<file path="src/rtl/differential_pid_line_steer_defines.svh">
// Assertion macros for the differential PID line steering block.
// Included by the top level; the macros expect clk and arst_n in scope.
`ifndef DIFFERENTIAL_PID_LINE_STEER_DEFINES_SVH
`define DIFFERENTIAL_PID_LINE_STEER_DEFINES_SVH

// Consequent must hold in the same cycle as the antecedent.
`define DPLS_ASSERT_NOW(lbl, ante, cons, msg) \
	lbl: assert property (@(posedge clk) disable iff (!arst_n) (ante) |-> (cons)) \
		else $error(msg);

// Consequent must hold in the cycle after the antecedent.
`define DPLS_ASSERT_NEXT(lbl, ante, cons, msg) \
	lbl: assert property (@(posedge clk) disable iff (!arst_n) (ante) |=> (cons)) \
		else $error(msg);

`endif

</file>
<file path="src/rtl/dpls_pkg.sv">
// Shared types and constants for the differential PID line steering block.
// No dependencies; every RTL module imports this package.
`default_nettype none

package dpls_pkg;

	// Fixed field widths.
	localparam int SENSOR_BITS = 8;
	localparam int ERR_BITS    = SENSOR_BITS + 1;
	localparam int DER_BITS    = SENSOR_BITS + 2;
	localparam int GAIN_BITS   = 12;
	localparam int DRIVE_BITS  = 7;
	localparam int TURN_BITS   = DRIVE_BITS + 2;
	localparam int TURN_LIM    = (1 << (DRIVE_BITS + 1)) - 1;

	// Defaults for the top-level parameters.
	localparam int SUM_BITS_DEF       = 24;
	localparam int GAIN_FRAC_BITS_DEF = 8;

	// Configuration port.
	localparam int CFG_DATA_BITS  = GAIN_BITS;
	localparam int CFG_INDEX_BITS = 3;

	localparam logic [CFG_INDEX_BITS-1:0] REG_PROP_GAIN   = 3'd0;
	localparam logic [CFG_INDEX_BITS-1:0] REG_INT_GAIN    = 3'd1;
	localparam logic [CFG_INDEX_BITS-1:0] REG_DERIV_GAIN  = 3'd2;
	localparam logic [CFG_INDEX_BITS-1:0] REG_DRIVE_LIMIT = 3'd3;
	localparam logic [CFG_INDEX_BITS-1:0] REG_START_SPEED = 3'd4;

	localparam logic [DRIVE_BITS-1:0] DRIVE_LIMIT_RST = 7'd127;
	localparam logic [DRIVE_BITS-1:0] START_SPEED_RST = 7'd70;

	typedef struct packed {
		logic [SENSOR_BITS-1:0] left_sensor;
		logic [SENSOR_BITS-1:0] right_sensor;
	} dpls_sample_t;

	typedef struct packed {
		logic [DRIVE_BITS-1:0] left_drive_out;
		logic [DRIVE_BITS-1:0] right_drive_out;
	} dpls_drive_t;

	typedef struct packed {
		logic [GAIN_BITS-1:0] prop_gain;
		logic [GAIN_BITS-1:0] int_gain;
		logic [GAIN_BITS-1:0] deriv_gain;
	} dpls_gains_t;

	// Load enables for the stages of the gain unit.
	typedef struct packed {
		logic s3;
		logic s4;
		logic s5;
	} dpls_mac_en_t;

endpackage

`default_nettype wire

</file>
<file path="src/rtl/dpls_integ.sv">
// Error, saturating integral and derivative stage of the line steering pipeline.
// Depends on dpls_pkg.
`default_nettype none

module dpls_integ #(
	parameter int SUM_BITS = dpls_pkg::SUM_BITS_DEF
) (
	input  wire                                  clk,
	input  wire                                  arst_n,
	input  wire                                  en,
	input  dpls_pkg::dpls_sample_t               sample_s1,
	output logic signed [SUM_BITS-1:0]           error_sum,
	output logic signed [dpls_pkg::ERR_BITS-1:0] last_error,
	output logic signed [dpls_pkg::DER_BITS-1:0] deriv
);
	import dpls_pkg::*;

	localparam logic signed [SUM_BITS:0] SUM_MAX = {2'b00, {(SUM_BITS-1){1'b1}}};
	localparam logic signed [SUM_BITS:0] SUM_MIN = {2'b11, {(SUM_BITS-1){1'b0}}};

	logic signed [ERR_BITS-1:0] error_d;
	logic signed [SUM_BITS:0]   sum_wide;
	logic signed [SUM_BITS-1:0] sum_sat;
	logic signed [DER_BITS-1:0] deriv_d;
	logic signed [SUM_BITS-1:0] error_sum_q;
	logic signed [ERR_BITS-1:0] last_error_q;
	logic signed [DER_BITS-1:0] deriv_s2;

	assign error_d  = $signed({1'b0, sample_s1.left_sensor})
		- $signed({1'b0, sample_s1.right_sensor});
	assign sum_wide = (SUM_BITS+1)'(error_sum_q) + (SUM_BITS+1)'(error_d);
	assign deriv_d  = DER_BITS'(error_d) - DER_BITS'(last_error_q);

	always_comb begin
		if (sum_wide > SUM_MAX) begin
			sum_sat = SUM_MAX[SUM_BITS-1:0];
		end else if (sum_wide < SUM_MIN) begin
			sum_sat = SUM_MIN[SUM_BITS-1:0];
		end else begin
			sum_sat = sum_wide[SUM_BITS-1:0];
		end
	end

	// The integrator state doubles as the stage register: the item in this
	// stage always owns the latest integral and error.
	always_ff @(posedge clk or negedge arst_n) begin
		if (!arst_n) begin
			error_sum_q  <= '0;
			last_error_q <= '0;
		end else if (en) begin
			error_sum_q  <= sum_sat;
			last_error_q <= error_d;
		end
	end

	always_ff @(posedge clk) begin
		if (en) begin
			deriv_s2 <= deriv_d;
		end
	end

	assign error_sum  = error_sum_q;
	assign last_error = last_error_q;
	assign deriv      = deriv_s2;

endmodule

`default_nettype wire

</file>
<file path="src/rtl/dpls_mac.sv">
// Gain multiply, sum and turn stages of the line steering pipeline.
// Depends on dpls_pkg.
`default_nettype none

module dpls_mac #(
	parameter int SUM_BITS       = dpls_pkg::SUM_BITS_DEF,
	parameter int GAIN_FRAC_BITS = dpls_pkg::GAIN_FRAC_BITS_DEF
) (
	input  wire                                   clk,
	input  dpls_pkg::dpls_mac_en_t                en,
	input  dpls_pkg::dpls_gains_t                 gains,
	input  wire signed [dpls_pkg::ERR_BITS-1:0]   error,
	input  wire signed [SUM_BITS-1:0]             error_sum,
	input  wire signed [dpls_pkg::DER_BITS-1:0]   deriv,
	output logic signed [dpls_pkg::TURN_BITS-1:0] turn
);
	import dpls_pkg::*;

	localparam int P_W   = GAIN_BITS + 1 + ERR_BITS;
	localparam int I_W   = GAIN_BITS + 1 + SUM_BITS;
	localparam int D_W   = GAIN_BITS + 1 + DER_BITS;
	localparam int ACC_W = I_W + 2;

	localparam logic signed [ACC_W-1:0] BIAS = {{(ACC_W-GAIN_FRAC_BITS){1'b0}},
		{GAIN_FRAC_BITS{1'b1}}};
	localparam logic signed [ACC_W-1:0] NO_BIAS = '0;
	localparam logic signed [ACC_W-1:0] TMAX = ACC_W'(TURN_LIM);
	localparam logic signed [ACC_W-1:0] TMIN = -TMAX;

	logic signed [P_W-1:0]       prop_d,  prop_s3;
	logic signed [I_W-1:0]       integ_d, integ_s3;
	logic signed [D_W-1:0]       deriv_d, deriv_s3;
	logic signed [ACC_W-1:0]     acc_d,   acc_s4;
	logic signed [ACC_W-1:0]     quot;
	logic signed [TURN_BITS-1:0] turn_d,  turn_s5;

	assign prop_d  = $signed({1'b0, gains.prop_gain}) * error;
	assign integ_d = $signed({1'b0, gains.int_gain}) * error_sum;
	assign deriv_d = $signed({1'b0, gains.deriv_gain}) * deriv;

	assign acc_d = ACC_W'(prop_s3) + ACC_W'(integ_s3) + ACC_W'(deriv_s3);

	// Arithmetic shift rounds down; a negative sum is biased first so the
	// quotient rounds toward zero. Both arms of the bias select are signed so
	// that the shift stays arithmetic.
	assign quot = (acc_s4 + (acc_s4[ACC_W-1] ? BIAS : NO_BIAS)) >>> GAIN_FRAC_BITS;

	// A turn past the drive span saturates every drive the same way, so it
	// is narrowed here to keep the drive loop short.
	always_comb begin
		if (quot > TMAX) begin
			turn_d = TMAX[TURN_BITS-1:0];
		end else if (quot < TMIN) begin
			turn_d = TMIN[TURN_BITS-1:0];
		end else begin
			turn_d = quot[TURN_BITS-1:0];
		end
	end

	always_ff @(posedge clk) begin
		if (en.s3) begin
			prop_s3  <= prop_d;
			integ_s3 <= integ_d;
			deriv_s3 <= deriv_d;
		end
		if (en.s4) begin
			acc_s4 <= acc_d;
		end
		if (en.s5) begin
			turn_s5 <= turn_d;
		end
	end

	assign turn = turn_s5;

endmodule

`default_nettype wire

</file>
<file path="src/rtl/dpls_drive.sv">
// Motor drive accumulators with clamping; they also form the result register.
// Depends on dpls_pkg.
`default_nettype none

module dpls_drive (
	input  wire                                  clk,
	input  wire                                  arst_n,
	input  wire                                  en,
	input  wire                                  load_speed,
	input  wire [dpls_pkg::DRIVE_BITS-1:0]       start_speed,
	input  wire [dpls_pkg::DRIVE_BITS-1:0]       drive_limit,
	input  wire signed [dpls_pkg::TURN_BITS-1:0] turn,
	output dpls_pkg::dpls_drive_t                drive
);
	import dpls_pkg::*;

	localparam int DRV_W = TURN_BITS + 1;

	logic [DRIVE_BITS-1:0]   left_q, right_q;
	logic signed [DRV_W-1:0] left_raw, right_raw, limit_w;
	logic [DRIVE_BITS-1:0]   left_d, right_d;

	assign limit_w   = $signed({{(DRV_W-DRIVE_BITS){1'b0}}, drive_limit});
	assign left_raw  = $signed({{(DRV_W-DRIVE_BITS){1'b0}}, left_q}) - DRV_W'(turn);
	assign right_raw = $signed({{(DRV_W-DRIVE_BITS){1'b0}}, right_q}) + DRV_W'(turn);

	always_comb begin
		if (left_raw < 0) begin
			left_d = '0;
		end else if (left_raw > limit_w) begin
			left_d = drive_limit;
		end else begin
			left_d = left_raw[DRIVE_BITS-1:0];
		end
		if (right_raw < 0) begin
			right_d = '0;
		end else if (right_raw > limit_w) begin
			right_d = drive_limit;
		end else begin
			right_d = right_raw[DRIVE_BITS-1:0];
		end
	end

	always_ff @(posedge clk or negedge arst_n) begin
		if (!arst_n) begin
			left_q  <= START_SPEED_RST;
			right_q <= START_SPEED_RST;
		end else if (load_speed) begin
			left_q  <= start_speed;
			right_q <= start_speed;
		end else if (en) begin
			left_q  <= left_d;
			right_q <= right_d;
		end
	end

	assign drive.left_drive_out  = left_q;
	assign drive.right_drive_out = right_q;

endmodule

`default_nettype wire

</file>
<file path="src/rtl/differential_pid_line_steer.sv">
// Differential PID line steering. Each transfer on the sample channel carries
// one left/right line-sensor pair; the block forms the error left minus right,
// a saturating integral and a derivative, weights them with three unsigned
// Q(12-F).F gains, truncates the sum toward zero to an integer turn, subtracts the
// turn from the left drive and adds it to the right drive, clamps both drives
// to 0..drive_limit and returns them as one transfer on the drive channel.
// The block takes one sample per clock cycle when the drive side keeps up. The
// rate is set by two feedback loops that each close through one register: the
// integral update (one add and saturate) and the drive update (one add and
// clamp). Between them sit a multiply stage, a sum stage and a rounding stage,
// each registered. Stages hold independently, so empty stages fill up while a
// result is stalled; sample_stall rises only when every stage and the result
// register are full and the result is stalled.
// Configuration is written through cfg_we/cfg_index/cfg_data and should only be
// written while no results are outstanding. Writing start_speed loads both
// drives with the new value at once.
`default_nettype none
`include "differential_pid_line_steer_defines.svh"

module differential_pid_line_steer #(
	parameter int SUM_BITS       = dpls_pkg::SUM_BITS_DEF,
	parameter int GAIN_FRAC_BITS = dpls_pkg::GAIN_FRAC_BITS_DEF
) (
	input  wire                                    clk,
	input  wire                                    arst_n,
	input  wire                                    sample_valid,
	output logic                                   sample_stall,
	input  dpls_pkg::dpls_sample_t                 sample,
	output logic                                   drive_valid,
	input  wire                                    drive_stall,
	output dpls_pkg::dpls_drive_t                  drive,
	input  wire                                    cfg_we,
	input  wire [dpls_pkg::CFG_INDEX_BITS-1:0]     cfg_index,
	input  wire [dpls_pkg::CFG_DATA_BITS-1:0]      cfg_data
);
	import dpls_pkg::*;

	// Gain reset values follow the fraction width: 0.1, 0.2 and 1.0.
	localparam int ONE_Q = 1 << GAIN_FRAC_BITS;
	localparam logic [GAIN_BITS-1:0] PROP_GAIN_RST  = GAIN_BITS'((ONE_Q + 5) / 10);
	localparam logic [GAIN_BITS-1:0] INT_GAIN_RST   = GAIN_BITS'((2 * ONE_Q + 5) / 10);
	localparam logic [GAIN_BITS-1:0] DERIV_GAIN_RST = GAIN_BITS'(ONE_Q);

	// Configuration registers.
	dpls_gains_t           gains_q;
	logic [DRIVE_BITS-1:0] drive_limit_q;
	logic [DRIVE_BITS-1:0] start_speed_q;
	logic                  load_speed;

	// Pipeline occupancy. Each stage loads when its upstream neighbor holds
	// an item and it is either empty or emptying in the same cycle.
	logic v_s1, v_s2, v_s3, v_s4, v_s5, out_v_q;
	logic rdy_s1, rdy_s2, rdy_s3, rdy_s4, rdy_s5, rdy_out;
	logic en_s1, en_s2, en_out;
	dpls_mac_en_t mac_en;

	dpls_sample_t                sample_s1;
	logic signed [SUM_BITS-1:0]  error_sum;
	logic signed [ERR_BITS-1:0]  last_error;
	logic signed [DER_BITS-1:0]  deriv;
	logic signed [TURN_BITS-1:0] turn;

	always_ff @(posedge clk or negedge arst_n) begin
		if (!arst_n) begin
			gains_q.prop_gain  <= PROP_GAIN_RST;
			gains_q.int_gain   <= INT_GAIN_RST;
			gains_q.deriv_gain <= DERIV_GAIN_RST;
			drive_limit_q      <= DRIVE_LIMIT_RST;
			start_speed_q      <= START_SPEED_RST;
		end else if (cfg_we) begin
			unique case (cfg_index)
				REG_PROP_GAIN:   gains_q.prop_gain  <= cfg_data;
				REG_INT_GAIN:    gains_q.int_gain   <= cfg_data;
				REG_DERIV_GAIN:  gains_q.deriv_gain <= cfg_data;
				REG_DRIVE_LIMIT: drive_limit_q      <= cfg_data[DRIVE_BITS-1:0];
				REG_START_SPEED: start_speed_q      <= cfg_data[DRIVE_BITS-1:0];
				default: begin
				end
			endcase
		end
	end

	assign load_speed = cfg_we && (cfg_index == REG_START_SPEED);

	assign rdy_out = !out_v_q || !drive_stall;
	assign rdy_s5  = !v_s5 || rdy_out;
	assign rdy_s4  = !v_s4 || rdy_s5;
	assign rdy_s3  = !v_s3 || rdy_s4;
	assign rdy_s2  = !v_s2 || rdy_s3;
	assign rdy_s1  = !v_s1 || rdy_s2;

	assign en_s1     = sample_valid && rdy_s1;
	assign en_s2     = v_s1 && rdy_s2;
	assign mac_en.s3 = v_s2 && rdy_s3;
	assign mac_en.s4 = v_s3 && rdy_s4;
	assign mac_en.s5 = v_s4 && rdy_s5;
	assign en_out    = v_s5 && rdy_out;

	always_ff @(posedge clk or negedge arst_n) begin
		if (!arst_n) begin
			v_s1    <= 1'b0;
			v_s2    <= 1'b0;
			v_s3    <= 1'b0;
			v_s4    <= 1'b0;
			v_s5    <= 1'b0;
			out_v_q <= 1'b0;
		end else begin
			if (rdy_s1) begin
				v_s1 <= sample_valid;
			end
			if (rdy_s2) begin
				v_s2 <= v_s1;
			end
			if (rdy_s3) begin
				v_s3 <= v_s2;
			end
			if (rdy_s4) begin
				v_s4 <= v_s3;
			end
			if (rdy_s5) begin
				v_s5 <= v_s4;
			end
			if (rdy_out) begin
				out_v_q <= v_s5;
			end
		end
	end

	// Sample input register.
	always_ff @(posedge clk) begin
		if (en_s1) begin
			sample_s1 <= sample;
		end
	end

	dpls_integ #(
		.SUM_BITS(SUM_BITS)
	) u_integ (
		.clk        (clk),
		.arst_n     (arst_n),
		.en         (en_s2),
		.sample_s1  (sample_s1),
		.error_sum  (error_sum),
		.last_error (last_error),
		.deriv      (deriv)
	);

	dpls_mac #(
		.SUM_BITS       (SUM_BITS),
		.GAIN_FRAC_BITS (GAIN_FRAC_BITS)
	) u_mac (
		.clk       (clk),
		.en        (mac_en),
		.gains     (gains_q),
		.error     (last_error),
		.error_sum (error_sum),
		.deriv     (deriv),
		.turn      (turn)
	);

	// The drive accumulators are the result register.
	dpls_drive u_drive (
		.clk         (clk),
		.arst_n      (arst_n),
		.en          (en_out),
		.load_speed  (load_speed),
		.start_speed (cfg_data[DRIVE_BITS-1:0]),
		.drive_limit (drive_limit_q),
		.turn        (turn),
		.drive       (drive)
	);

	assign sample_stall = !rdy_s1;
	assign drive_valid  = out_v_q;

	// A stall toward the sample side means the whole pipeline is full and blocked.
	`DPLS_ASSERT_NOW(a_stall_only_when_full, sample_stall,
		v_s1 && v_s2 && v_s3 && v_s4 && v_s5 && out_v_q && drive_stall,
		"sample stall raised while the pipeline still has room")

	// A turn waiting behind a stalled result must not be overwritten.
	`DPLS_ASSERT_NEXT(a_turn_held, v_s5 && out_v_q && drive_stall,
		$stable(turn),
		"pending turn changed while the result was stalled")

	// Writing start_speed loads both drives on the next edge.
	`DPLS_ASSERT_NEXT(a_speed_load, load_speed,
		(drive.left_drive_out == $past(cfg_data[DRIVE_BITS-1:0]))
		&& (drive.right_drive_out == $past(cfg_data[DRIVE_BITS-1:0])),
		"start speed write did not load the drives")

endmodule

`default_nettype wire

</file>
<file path="config.mk">
export PLATFORM = sky130hd
export DESIGN_NAME = differential_pid_line_steer
export DESIGN_NICKNAME = d
export VERILOG_FILES = /design/src/rtl/dpls_pkg.sv /design/src/rtl/dpls_integ.sv /design/src/rtl/dpls_mac.sv /design/src/rtl/dpls_drive.sv /design/src/rtl/differential_pid_line_steer.sv
export VERILOG_INCLUDE_DIRS = /design/src /design/src/rtl
export SDC_FILE = /design/constraint.sdc
export NUM_CORES = 2
export LEC_CHECK = 0
export ABC_CLOCK_PERIOD_IN_PS = 14200
export BUFFER_PORTS_ARGS = -buffer_cell sky130_fd_sc_hd__buf_4
export CAP_MARGIN = 20
export CORE_MARGIN = 2
export CORE_UTILIZATION = 55
export CTS_CLUSTER_DIAMETER = 120
export CTS_CLUSTER_SIZE = 30
export DETAILED_ROUTE_END_ITERATION = 8
export PLACE_DENSITY = 0.72
export RECOVER_POWER = 50
export SLEW_MARGIN = 20
export SYNTH_ARGS = -nofsm -noshare
export SYNTH_HDL_FRONTEND = slang
export SYNTH_SLANG_ARGS = --single-unit
</file>
<file path="constraint.sdc">
create_clock -name clk -period 14.2 [get_ports clk]
set_input_delay 2.84 -clock clk [delete_from_list [all_inputs] [get_ports clk]]
set_output_delay 2.84 -clock clk [all_outputs]
set_load 0.005 [all_outputs]
</file>
### Yosys cells after proc, flatten, opt, wreduce, memory -nomap -nowiden

Cells that the tools add are included.

* input port bits: 36
* logic and storage cells: 86
* register bits after elaboration: 252
* output and inout bits: 16

* multiplexer cells: 12
* add/subtract/negate cells: 8
* magnitude comparators: 8
* reductions and logical operators: 28
* $mul: 3
* equality and inequality tests: 4

Operators by type and width (number)
* $mux W7: 8
* $mux W24: 2
* $add A38 B23 Y39: 1
* $add A39 B9 Y39: 1
* $add A22 B37 Y38: 1
* $mul A13 B24 Y37: 1
* $gt A31 B9 Y1 const B: 1
* $lt A31 B9 Y1 const B: 1
* $add A24 B9 Y25: 1
* $gt A25 B24 Y1 const B: 1
* $lt A25 B24 Y1 const B: 1
* $mul A13 B10 Y23: 1
* $mul A13 B9 Y22: 1
* $gt A10 B8 Y1: 2
* $lt A10 B1 Y1 const B: 2
* $add A8 B9 Y10: 1
* $sub A8 B9 Y10: 1
* $sub A9 B9 Y10: 1
* $mux W9: 1
* $sub A8 B8 Y9: 1
* $logic_not A1 Y1: 8
* $mux W8: 1
* $reduce_and A2 Y1: 4
* $logic_and A1 B1 Y1: 7
* 7 further kinds: 13

### Depth between registers and ports, before layout

* word-level depth: 8
* depth in mapped cells: 23
* gate-level depth less buffers: 22

### By module

From an unflattened synthesis, not the netlist that was laid out.

* cells, all modules: 3385
* area total of the unflattened synthesis: 33199.3 um^2

Modules (own cells, without submodules)
* dpls_mac: cells each 2592, times used 1, area each 25051.5 um^2
* dpls_integ: cells each 438, times used 1, area each 3728.6 um^2
* differential_pid_line_steer: cells each 135, times used 1, area each 2557.5 um^2
* dpls_drive: cells each 220, times used 1, area each 1861.8 um^2

### Least setup slack after synthesis

Ideal clock, no wire load.

* path type: input to register
* from: input port drive_stall
* to: register u_mac.deriv_s3[0], enable pin
* arrival time: 6.661 ns
* library setup time: 0.533 ns
* setup slack: 7.006 ns
* stages on the path: 3
* required time: 13.667 ns
* cells stage by stage: nand4_1 nor2_1 nor2b_1

RTL lines
* from (decl): RTL line differential_pid_line_steer.sv:30 `input wire drive_stall,`
* to (signal assigned): RTL line dpls_mac.sv:64 `deriv_s3 <= deriv_d;`
* to (decl): RTL line dpls_mac.sv:32 `logic signed [D_W-1:0] deriv_d, deriv_s3;`

==> flow_metrics.py <==
metrics = {
    "setup_path": {
        "worst_path_dominant_cell_family": "buffers and inverters",
        "worstPathArrival_ps": 7250,
        "critical_path.startpoint": "arst_n",
        "crit_path_max_incr_delay_ps": 2350,
        "nature_of_the_critical_path_startpoint": "input pin",
        "critical_path_class": "in -> async",
        "critical-path-slowest-cell": "sky130_fd_sc_hd__clkbuf_1",
        "critical_path_capture_point_type": "async pin",
        "reg2reg_to": "u_mac.integ_s3[34]",
        "cp-endpoint": "gains_q[29]",
        "rrSetupSlack_ps": 7590,
        "crit_chain": "clkbuf_1 -> clkbuf_1",
        "critical_path_depth": 2,
        "timing.critical_path.fanout_max": 51,
        "cpMostUsedCell": "sky130_fd_sc_hd__clkbuf_1",
        "number_of_buffers_and_inverters_on_the_critical_path": 2,
        "ff2ff_path_depth": 20,
        "data_required_time_at_the_worst_endpoint_ps": 14140,
        "crit-reg2reg-launch": "gains_q[14]",
    },
    "timing": {
        "report.final.hold_viol_count": 0,
        "timing.final.setup_violations": 0,
        "maxSlewViolCount": 152,
        "maxSlewHeadroom_pct": -111,
        "fin_skew_ps": 34.2,
        "setup-tns-final_ps": 0,
        "final_period_utilization_pct": 51.5,
        "clock.fmax_mhz": 137,
        "rsz0062_at_grt": "false",
        "worst_pin_slew_ps": 3170,
        "period_minus_slack_ps": 7310,
    },
    "floorplan": {
        "die_w_microns": 247,
        "num_io_pins": 52,
        "rows": 89,
        "floorplan_die_area_sq_um": 61100,
        "coreArea_sq_um": 58800,
        "initial_core_util_pct": 55.3,
        "die_height_microns": 247,
    },
    "synth": {
        "synth.lib_cells_used.distinct": 83,
        "seq_area_frac_synth_pct": 21.9,
        "ys_seq_elements": 252,
        "fraction_of_synthesis_flops_using_an_asynchronous_set_or_reset_pin_pct": 38.1,
        "synth_nets": 4159,
        "netlist_area_sq_um": 32500,
        "synthesis.yosys.warnings": 0,
        "syn-instance-count": 3343,
        "synth_area_per_cell_sq_um": 9.73,
        "synth-main-ff-cell": "sky130_fd_sc_hd__edfxtp_1",
        "synth_enable_flop_cells": 156,
    },
    "finish": {
        "post_layout_nonfiller_instances": 4097,
        "nets": 4127,
        "area_growth_pct": 4.59,
        "final_cell_mix": "sky130_fd_sc_hd__inv_1 (622), sky130_fd_sc_hd__fa_1 (451), sky130_fd_sc_hd__nand2_1 (393)",
        "final_common_cell": "sky130_fd_sc_hd__inv_1",
        "drive_above_1_share_pct": 4.94,
        "fillCellCount": 4984,
    },
    "clock_tree": {
        "clock_edge_transition_at_the_registers_on_the_reported_setup_and_hold_paths_ps": 110,
        "cts_setup_buffers": 0,
        "clockBufferDepth": 3,
        "cts_hold_buffers": 0,
        "ctsHtreeMaxLevel": 1,
        "cts_num_sinks": 252,
        "numCtsBuffers": 15,
        "insertion_delay_ps": 540,
        "cts_repair_resize_count": 0,
        "tritoncts": "yes",
        "cts-root-buf": "sky130_fd_sc_hd__clkbuf_16",
    },
    "status": {
        "violated_checks": "capacitance limit, slew limit",
        "status": "finished, violations left",
    },
    "place": {
        "port-buffer-count": 51,
        "final_gp_congestion": 0.865,
        "dpl.hpwl_microns": 56200,
        "placed_cells_incl_taps": 4066,
    },
    "drt": {
        "viasPerCell": 5.42,
        "drt-initial-drc-count": 1173,
        "drt_first_pass_iters": 5,
        "vias": 22200,
        "drc": 0,
        "antenna_violating_nets_post_route": 0,
        "wl_per_cell_microns": 17.4,
        "routed_wirelength_microns": 71300,
    },
    "global_route": {
        "maximum_number_of_pins_on_one_net_before_global_route_repair": 55,
        "number_of_global_route_vias_before_repair": 23500,
        "grt_pass1_wl_microns": 120000,
        "antenna_found_initial": 3,
        "gr-usage-all-layers_pct": 24.9,
        "grt_remaining_overflow": 0,
    },
    "worst_hold_path": {
        "holdCritPathClass": "reg -> reg",
    },
    "flow_run": {
        "maxCapViolCount": 4,
    },
}
==> stage by stage <==
step | utilization, % | hold WS, ps | area [sq um] | setup WS [ps]
floorplan | - | 431 | 32500 | 7010
global placement | 57.0 | 453 | 33500 | 7140
finish | 57.9 | 479 | 34000 | 6890
global route | 57.9 | 531 | 34000 | 5930
CTS | 58.0 | 486 | 34100 | 7120
detailed placement | 57.0 | 460 | 33500 | 7140
==> how the worst min path moves through the flow <==
| stage | cells after the start | startpoint | to |
|---|---|---|---|
| 2_1_floorplan | 2 | v_s3 | v_s4 |
| 3_3_place_gp | 2 | v_s3 | v_s4 |
| 3_5_place_dp | 2 | v_s3 | v_s4 |
| 4_1_cts | 2 | v_s3 | v_s4 |
| 5_1_grt | 2 | v_s3 | v_s4 |
| 6_report | 2 | v_s3 | v_s4 |
==> worst reg2reg max path: cells and delay by family (launching register included) <==
kind,cells,cell delay [ps]
AOI/OAI and AO/OA,8,2040
xor gates and xnor gates,1,80
adders and majority gates,6,2860
buffers and inverters,4,190
DFF,1,820
and+or+nand+nor,1,380
==> metal layers <==
layer	track usage [%]	vias up	share of wire, %
met3	4.20	119	6.8
met4	9.25	0	4.1
li1	-	10600	-
met5	0	-	0
met2	40.5	550	46
met1	33.6	10900	43
==> cell usage after synthesis (37+ instances only) <==
master / number / area (sq um)
sky130_fd_sc_hd__inv_1: 622 / 2330
sky130_fd_sc_hd__fa_1: 451 / 9030
sky130_fd_sc_hd__nand2_1: 393 / 1480
sky130_fd_sc_hd__ha_1: 329 / 4120
sky130_fd_sc_hd__and2_1: 217 / 1360
sky130_fd_sc_hd__edfxtp_1: 156 / 4680
sky130_fd_sc_hd__a21oi_1: 121 / 606
sky130_fd_sc_hd__o21ai_0: 113 / 566
sky130_fd_sc_hd__nor2_1: 108 / 405
sky130_fd_sc_hd__xnor2_1: 105 / 920
sky130_fd_sc_hd__clkbuf_1: 103 / 387
sky130_fd_sc_hd__dfrtp_1: 75 / 1880
sky130_fd_sc_hd__a21o_1: 47 / 353
sky130_fd_sc_hd__mux2_2: 46 / 518
sky130_fd_sc_hd__nand2b_1: 44 / 275
sky130_fd_sc_hd__xor2_1: 43 / 377
sky130_fd_sc_hd__nand3_1: 37 / 185
==> layout make-up <==
cell class                 instances  area [sq um]  share of cell area (%)
inverter                         622          2330                    6.86
timing repair buffer              60           424                    1.25
clock inverter                     8           153                   0.448
antenna                            4          10.0                  0.0294
tap                              773           967                    2.84
clock buffer                      18           387                    1.14
multi-input combinational       2360         22600                    66.5
sequential                       252          7110                    20.9
==> cell families after synthesis <==
kind of cell	after synthesis	synth area share [%]
simple gates	902	13.4
buf+inv	731	8.54
flops	252	21.9
mux	64	2.15
fa+ha+maj	802	41.1
compound gates	443	8.96
xor+xnor	149	4.07
==> sequential cells by signal, summed over array words and instances, names as in the netlist, 9 cells and up <==
register and count:
u_mac.turn 9, u_integ.deriv 10, u_mac.integ_s3 37, u_integ.last_error 9
u_mac.acc_s4 39, sample_s1 16, u_mac.prop_s3 22, u_mac.deriv_s3 23
u_integ.error_sum 24, gains_q 36
Power is not shown: default switching activity piles up to over one toggle a cycle in this logic, so the estimate is an artifact.
